$ cat config.mk
export PLATFORM = sky130hd
export DESIGN_NAME = rmst_min_unit
export DESIGN_NICKNAME = d
export VERILOG_FILES = /design/src/hdl/rmst_min_unit.sv
export SDC_FILE = /design/constraint.sdc
export NUM_CORES = 1
export LEC_CHECK = 0
export BUFFER_PORTS_ARGS = -buffer_cell sky130_fd_sc_hd__buf_2
export CAP_MARGIN = 20
export CORE_AREA = 5 5 72 74
export DETAILED_ROUTE_END_ITERATION = 10
export DIE_AREA = 0 0 77 79
export PLACE_DENSITY = 0.95
export SYNTH_ARGS = -nofsm -noshare
export SYNTH_HDL_FRONTEND = slang
export SYNTH_SLANG_ARGS = --single-unit
$ cat constraint.sdc
create_clock -name vclk -period 4.4
set_input_delay 0.88 -clock vclk [all_inputs]
set_output_delay 0.88 -clock vclk [all_outputs]
set_load 0.02 [all_outputs]
$ cat src/hdl/rmst_min_unit.sv
// ----------------------------------------------------------------------------
// rmst_min_unit
// Shared signed minimum: used by the build walk and by queries.
// ----------------------------------------------------------------------------
module rmst_min_unit #(
    parameter int unsigned DATA_W = 32
) (
    input  logic [DATA_W-1:0] i_a,
    input  logic [DATA_W-1:0] i_b,
    output logic [DATA_W-1:0] o_min
);

    // ties keep operand a
    assign o_min = ($signed(i_a) <= $signed(i_b)) ? i_a : i_b;

endmodule

==> metrics.txt, run 1 <==
HP Start i_a[1]; diode count 0; final setup vio count 0; crit path max fanout 24; number of placed I/O pins 96; CLK BUF 0; global route total overflow 0; status finished clean; die height 79 um; Total Wirelength 6.862 mm; Slew Limit Headroom 57.94%; Post-DP HPWL 5.164 mm; Synth Warn # 0; first-pass GRT wire length 11.51 mm; drc violations 0; number of cells upsized or downsized after cts 0; placer congestion estimate around 0.8; GRT Total Usage 20.99%; P&R area growth vs syn 20.54%; Synth top area share 17.83%; CP Capture Type primary output; Synth area leader a311oi_2; Final Util a little over three fifths; Peak Freq 0.2422 GHz; post-synthesis average cell area around 6.9 sq um; CP delay by family, top compound AO/OA/AOI/OAI gates; clock period minus final worst setup slack approximately 4100 ps; Critical Path RT 3520 ps; syn_nets roughly 440; Initial Util 51.97%; largest net degree at the start of global routing 65; final worst path period share 93.85%; total power draw 499.0 uW; Worst Path Arrival 3250 ps; CP startpoint i_b[19]; Final Slew Violations 0; die area roughly 0.0061 sq mm; most used cell, CP buf_2; Worst path max stage delay 320 ps; Yosys cell types 31; Cell Chain, Critical Path buf_2 > inv_1 > ha_1 > a21oi_1 > o21ai_1 > a221oi_2 > and3_1 > a21boi_4 > buf_4 > o22ai_1 > a311oi_1 > buf_2; FFs & Latches 0; sequential fraction of the synthesis area 0%; share of cells above drive strength 1 34.06%; vias in the first global route approximately 2800; WP buf/inv 4; Leak 0.001429 uW; Commonest cells post-synth inv_1, nand3_1, nor2_1; antenna-violating nets left 0; DP Area 0.002841 sq mm; row cnt 25; Final Hold Viols 0; register area 0 sq um; crit path max-delay cell type buf_4; initial antenna violation count 0; via count 2894; Final TNS setup 0 ps; Cell Area, Synth 0.002357 sq mm; Cells after Synth 340; vias per cell approximately 6.2; core outline area 0.004536 sq mm; Iter 0 DRT Violations 138; port bufs 96; RSZ-0062 raised after global routing no; routed len/inst ~15 um; Die W 77 um; Setup WS post-layout 270.4 ps; Critical Path Start Type input pin; Pre-antenna DRT Iters 4; worst min-delay path class in2out; Max Cap Viol 0; Pwr Density 175.6 mW/mm^2; pre-CTS WS 256.1 ps; top area cells in the synthesized netlist a311oi_2, ha_1, o22a_1; Hold-fix buffers, CTS 0; FILL cells between 400 and 500; Slew @ Worst Pin 630.9 ps; Design Area, Final 0.002841 sq mm; VDD IR-drop max 0.1456 mV; Crit Path Class in2out; count leader, synth inv_1; Nets 512; post-CTS setup buffers 0
## logic make-up after synthesis
group	count (synthesis)	share of synthesized area [%]
AOI/OAI and AO/OA	119	45.86
adders and majority gates	32	16.98
buffers and inverters	95	17.36
and+or+nand+nor	94	19.80
## cell type report
type	count	area, sq um	share of cell area, %
multi-input combinational	245	1973	69.44
inverter	64	240.2	8.454
timing repair buffer	105	560.5	19.73
tap	54	67.56	2.378
## through the flow
stage / std cells / hold WS [ps]
3_3_place_gp: 468 / 2151
4_1_cts: 468 / 2157
6_report: 468 / 2155
2_1_floorplan: 340 / 1960
5_1_grt: 468 / 2186
3_5_place_dp: 468 / 2160
## worst paths after layout
kind,to,slack [ps],cells after the start
max,o_min[30],270,12
min,o_min[1],2160,4
## worst min-delay path, cell delays in order
cell      delay, ps
buf_2           120
inv_1            50
a311oi_1         70
buf_2           150
## power breakdown
group          switching (uW)  leakage, uW  total [uW]  internal, uW
Sequential                  0            0           0             0
Clock                       0            0           0             0
Combinational             298      0.00143         499           201
## placed cells by master, fill, tap and decap left out, drive strengths merged, types with 2 or more instances in the layout
master	n
buf	105
inv	64
nand3	36
nor2	33
o22ai	32
o22a	32
ha	32
a311oi	32
a21oi	13
nand2	8
nand4	8
o21ai	4
nor3	3
o211ai	2
a221oi	2
## per-layer routing
layer  part of all wire, %  track usage [%]  up-vias
met5                     0                0        -
met4                  0.36            3.436        0
met2                    51            40.66       94
li1                      -                -     1433
met1                    43            25.37     1362
met3                   5.6            1.587        5
No activity file was read; power rests on OpenSTA's default activity.
==> run 2, diff against run 1 <==
--- a/config.mk
+++ b/config.mk
@@ -7,10 +7,12 @@
 export LEC_CHECK = 0
 export BUFFER_PORTS_ARGS = -buffer_cell sky130_fd_sc_hd__buf_2
 export CAP_MARGIN = 20
-export CORE_AREA = 5 5 72 74
+export CORE_AREA = 2 2 69 71
 export DETAILED_ROUTE_END_ITERATION = 10
-export DIE_AREA = 0 0 77 79
+export DIE_AREA = 0 0 71 73
+export GPL_TIMING_DRIVEN = 0
 export PLACE_DENSITY = 0.95
 export SYNTH_ARGS = -nofsm -noshare
 export SYNTH_HDL_FRONTEND = slang
 export SYNTH_SLANG_ARGS = --single-unit
+export TNS_END_PERCENT = 20
==> run 2 against run 1 <==
Via count increased by 4.8%. Clock-buffer cell count unchanged. Cell area up 2.4%. Final cell count is 4.7% higher. Utilization up 1.5 points. Fmax is 3.4% lower. Non-clock buffer count up 22. Die area fell by 15%. Global-route usage grew 5.3 points. Wire length increased by 5.3%. Sequential cell count stayed put. Sequential share of layout area stayed put.
==> metrics.txt, run 2 (synthesis gave the netlist of run 1 again) <==
status finished clean; FILL cells 386 (-4.2%); Pre-antenna DRT Iters 4 (unchanged); Slew Limit Headroom 53.50% (-4.4 points); Combinational Power Share 100.0% (about the same); Final TNS setup 0 ps (unchanged); core outline area 0.004536 sq mm (unchanged); Final Hold Viols 0 (unchanged); commonest non-fill, non-tap cell in the layout buf_2; Final Slew Violations 0 (unchanged); routed len/inst 14.74 um (+0.56%); clock period minus final worst setup slack 4273 ps (+143.3 ps); WHS 2169 ps (+14.02 ps); Leak 0.001461 uW (+2.3%); sequential share of power 0% (unchanged); Die W 71 um (-7.8%); placer congestion estimate 0.8628 (+7.3%); drc violations 0 (unchanged); global route total overflow 0 (unchanged); Initial Util 51.97% (unchanged); Total Wirelength 7.225 mm (+5.3%); GRT Total Usage 26.31% (+5.3 points); Hold-fix buffers, CTS 0 (unchanged); final setup vio count 0 (unchanged); Pwr Density 177.0 mW/mm^2 (+0.78%); P&R area growth vs syn 23.46%; Critical Path Start Type input pin; row cnt 25 (unchanged); CLK BUF 0 (unchanged); clock network power share 0% (unchanged); most frequent cells in the layout buf_2, inv_1, nand3_1, nor2_1; largest net degree at the start of global routing 11 (-83%); post-CTS setup buffers 0 (unchanged); Post-DP HPWL 5.683 mm (+10%); Max Cap Viol 0 (unchanged); number of cells upsized or downsized after cts 0 (unchanged); initial antenna violation count 0 (unchanged); vias in the first global route 2875 (+2.9%); share of cells above drive strength 1 33.26% (-0.80 points); port bufs 96 (unchanged); Nets 534 (+4.3%); crit path max fanout 10 (-58%); first-pass GRT wire length 11.71 mm (+1.7%); Worst Path Arrival 3390 ps (+140 ps); vias per cell 6.190 (about the same); FFs & Latches 0 (unchanged); final worst path period share 97.11% (+3.3 points); antenna-violating nets left 0 (unchanged); fraction of power spent switching nets 59.48% (-0.27 points); P_sw 306.4 uW (+2.8%); Slew @ Worst Pin 697.5 ps (+66.66 ps); Peak Freq 0.2340 GHz (-3.4%); Critical Path RT 3520 ps (about the same); Crit Path Class in2out; die height 73 um (-7.6%); VDD IR-drop max 0.1281 mV (-12%); Iter 0 DRT Violations 174 (+26%); diode count 0 (unchanged); worst min-delay path class in2out; register area 0 sq um (unchanged); number of placed I/O pins 96 (unchanged); via count 3033 (+4.8%); Int Pwr 208.7 uW (+3.9%); die area 0.005183 sq mm (-15%); RSZ-0062 raised after global routing no; CP Capture Type primary output
-- run 2: cell types whose count changed in the layout (fill, tap and decap cells not counted), moves of 4 or more --
cell,before,now
buf_4,8,4
clkbuf_1,0,17
buf_6,0,4
buf_2,96,102
-- run 2: per-stage QoR --
| stage | utilization, % | instances | power [uW] | cell area [sq um] | worst slack [ps] |
|---|---|---|---|---|---|
| 2_1_floorplan | - | 340 | 361.2 | 2357 | 469.2 |
| 6_report | 64.17 | 490 | 515.1 | 2910 | 127.1 |
| 4_1_cts | 64.06 | 490 | 511.2 | 2905 | 143.7 |
| 3_3_place_gp | 64.06 | 490 | 494.9 | 2905 | 199.6 |
| 5_1_grt | 64.17 | 490 | 559.1 | 2910 | 7.019 |
| 3_5_place_dp | 64.06 | 490 | 509.0 | 2905 | 158.8 |
-- run 2: cell type report --
cell class,count,area (sq um),area share (%)
Timing Repair Buffer,96,480.5,16.51
Tap cell,54,67.56,2.322
Multi-Input combinational cell,245,1953,67.11
Inverter,64,240.2,8.255
Buffer,31,168.9,5.804
-- run 2: worst paths after layout --
kind,startpoint,slack (ps),end,cells past startpoint
hold / removal,i_a[1],2170,o_min[1],4
setup / recovery,i_a[19],130,o_min[17],12
-- run 2: critical path: stages --
cell	delay [ps]
buf_2	130
ha_1	330
a21oi_1	160
o21ai_1	110
a221oi_2	300
and3_1	180
buf_2	150
clkbuf_1	410
o22a_1	200
nor2_1	40
a311oi_2	290
buf_2	210
-- run 2: layer usage --
metal  vias up  GRT usage (%)  wire length [um]
met5         -              0                 0
met4         0          7.547               108
met3        17          1.105               461
met2       150          49.43              3665
met1      1386          32.51              2990
li1       1480              -                 -
-- run 2: power groups by stage --
stage	clock network, uW	logic, uW	registers, uW
after floorplan	0	361	0
after global placement	0	495	0
after detailed placement	0	509	0
after CTS	0	511	0
after global routing	0	559	0
final	0	515	0
==> run 3, diff against run 2 <==
--- a/config.mk
+++ b/config.mk
@@ -5,11 +5,13 @@
 export SDC_FILE = /design/constraint.sdc
 export NUM_CORES = 1
 export LEC_CHECK = 0
+export ABC_AREA = 1
 export BUFFER_PORTS_ARGS = -buffer_cell sky130_fd_sc_hd__buf_2
 export CAP_MARGIN = 20
-export CORE_AREA = 2 2 69 71
+export CORE_AREA = 2 2 58 60
 export DETAILED_ROUTE_END_ITERATION = 10
-export DIE_AREA = 0 0 71 73
+export DIE_AREA = 0 0 60 62
+export GPL_ROUTABILITY_DRIVEN = 0
 export GPL_TIMING_DRIVEN = 0
 export PLACE_DENSITY = 0.95
 export SYNTH_ARGS = -nofsm -noshare
==> run 3 against run 2 <==
Die area is 28% lower. Non-clock buffer count fell by 19. Sequential share of layout area is the same. Wire length fell by 45%. Critical path type unchanged. Critical endpoint is now o_min[8].
==> metrics.txt, run 3 <==
most used cell, CP nand2_1; VDD IR-drop max 0.08073 mV (-37%); worst min-delay path class in2out; Final Hold Viols 0 (unchanged); largest net degree at the start of global routing 11 (unchanged); drc violations 0 (unchanged); first-pass GRT wire length 6.078 mm (-48%); number of cells upsized or downsized after cts 0 (unchanged); P&R area growth vs syn 38.15%; Total Wirelength 3.940 mm (-45%); Critical Path RT 3520 ps (about the same); initial antenna violation count 0 (unchanged); final worst path period share 80.24% (-17 points); Worst Path Arrival 2650 ps (-740 ps); GRT Total Usage 20.05% (-6.3 points); Post-DP HPWL 3.394 mm (-40%); post-synthesis average cell area 5.552 sq um (-20%); Die W 60 um (-15%); Worst path max stage delay 400 ps (about the same); FFs & Latches 0 (unchanged); Slew @ Worst Pin 446.2 ps (-251.3 ps); global route total overflow 0 (unchanged); register area 0 sq um (unchanged); Synth Warn # 0 (unchanged); final setup vio count 0 (unchanged); crit path max-delay cell type clkbuf_1; number of placed I/O pins 96 (unchanged); diode count 0 (unchanged); Final TNS setup 0 ps (unchanged); status finished clean; Pwr Density 167.1 mW/mm^2 (-5.6%); crit path max fanout 10 (unchanged); HP Start i_a[20]; Commonest cells post-synth nand2_1, inv_1, nand4_1, ha_1, a21oi_1; Max Cap Viol 0 (unchanged); vias in the first global route 1535 (-47%); WHS Endpoint o_min[20]; share of cells above drive strength 1 31.43% (-1.8 points); Peak Freq 0.2832 GHz (+21%); Cells after Synth 254 (-25%); Synth top area share 28.39% (+11 points); RSZ-0062 raised after global routing no; port bufs 96 (unchanged); Hold-fix buffers, CTS 0 (unchanged); CP delay by family, top simple AND/OR/NAND/NOR gates; Yosys cell types 18 (-42%); Final Slew Violations 0 (unchanged); syn_nets 350 (-20%); Cell Area, Synth 0.001410 sq mm (-40%); count leader, synth nand2_1; total power draw 325.4 uW (-37%); Leak 0.001323 uW (-9.5%); Multi-input gate area 0.001181 sq mm (-40%); most frequent cells in the layout nand2_1, buf_2, inv_1, nand4_1, ha_1; WP buf/inv 3 (-1); antenna-violating nets left 0 (unchanged); Levels on crit path 11 (-1); core outline area 0.003179 sq mm (-30%); Slew Limit Headroom 70.25% (+17 points); sequential fraction of the synthesis area 0% (unchanged); DP Area 0.001948 sq mm (-33%); vias per cell 4.871 (-21%); CLK BUF 0 (unchanged); post-CTS setup buffers 0 (unchanged); die height 62 um (-15%); row cnt 21 (-16%); top area cells in the synthesized netlist ha_1, nand2_1, nand4_1; worst hold stages 4 (unchanged); Initial Util 44.35% (-7.6 points); Design Area, Final 0.001948 sq mm (-33%); Cell Chain, Critical Path buf_2 > ha_1 > nand2_1 > nor2_2 > nand2_1 > nor2_1 > nand2_1 > clkbuf_1 > nand4_1 > nand2_1 > buf_2; Pre-antenna DRT Iters 4 (unchanged); Nets 448 (-16%); die area 0.003720 sq mm (-28%); Synth area leader ha_1; Iter 0 DRT Violations 46 (-74%); CP Capture Type primary output; Crit Path Class in2out; via count 1929 (-36%); clock period minus final worst setup slack 3531 ps (-742.3 ps); routed len/inst 9.949 um (-33%); Critical Path Start Type input pin; FILL cells 335 (-13%)
[run 3: cell count changes in the layout (fill, tap and decap cells not counted), moves of 24 or more]
cell / change
nand4_1: +27
nand3_1: -34
nand2_1: +94
o22ai_1: -32
nor2_1: -24
o22a_1: -32
a311oi_2: -28
[run 3: kinds of logic after synthesis]
family          Yosys count  synth area share [%]
compound gates           19                 7.542
buf+inv                  53                 16.24
simple gates            150                 47.83
fa+ha+maj                32                 28.39
[run 3: where the power goes]
group          total (uW)  leakage, uW  switching (uW)  internal, uW
sequential              0            0               0             0
clock                   0            0               0             0
combinational         325      0.00132             200           126
total                 325      0.00132             200           126
[run 3: final cells by class]
cell class	count	share of cell area [%]
plain buffers	12	3.854
inverters	41	7.900
multi-input cells	201	60.63
well taps	46	2.954
repair buffers	96	24.66
[run 3: how the worst max path moves through the flow]
stage                end    start  slack, ps
2_1_floorplan  o_min[10]  i_b[31]       1250
3_3_place_gp   o_min[11]  i_b[31]        890
3_5_place_dp    o_min[8]  i_b[31]        840
4_1_cts         o_min[8]  i_b[31]        840
5_1_grt        o_min[20]  i_b[31]        670
6_report        o_min[8]  i_a[31]        870
[run 3: layer usage]
layer  up-vias  GRT usage, %  wire length (um)
li1       1031             -                 -
met1       843         24.51              1694
met2        55         40.68              2039
met3         0         1.035               206
met4         0             0                 0
met5         -             0                 0
[run 3: stage by stage]
stage	hold slack [ps]	setup slack (ps)	instances	utilization (%)
CTS	2087	841.3	396	61.28
finish	2084	869.4	396	61.28
global route	2109	673.8	396	61.28
floorplan	1928	1245	254	-
global placement	2083	893.7	396	61.28
detailed placement	2087	843.7	396	61.28
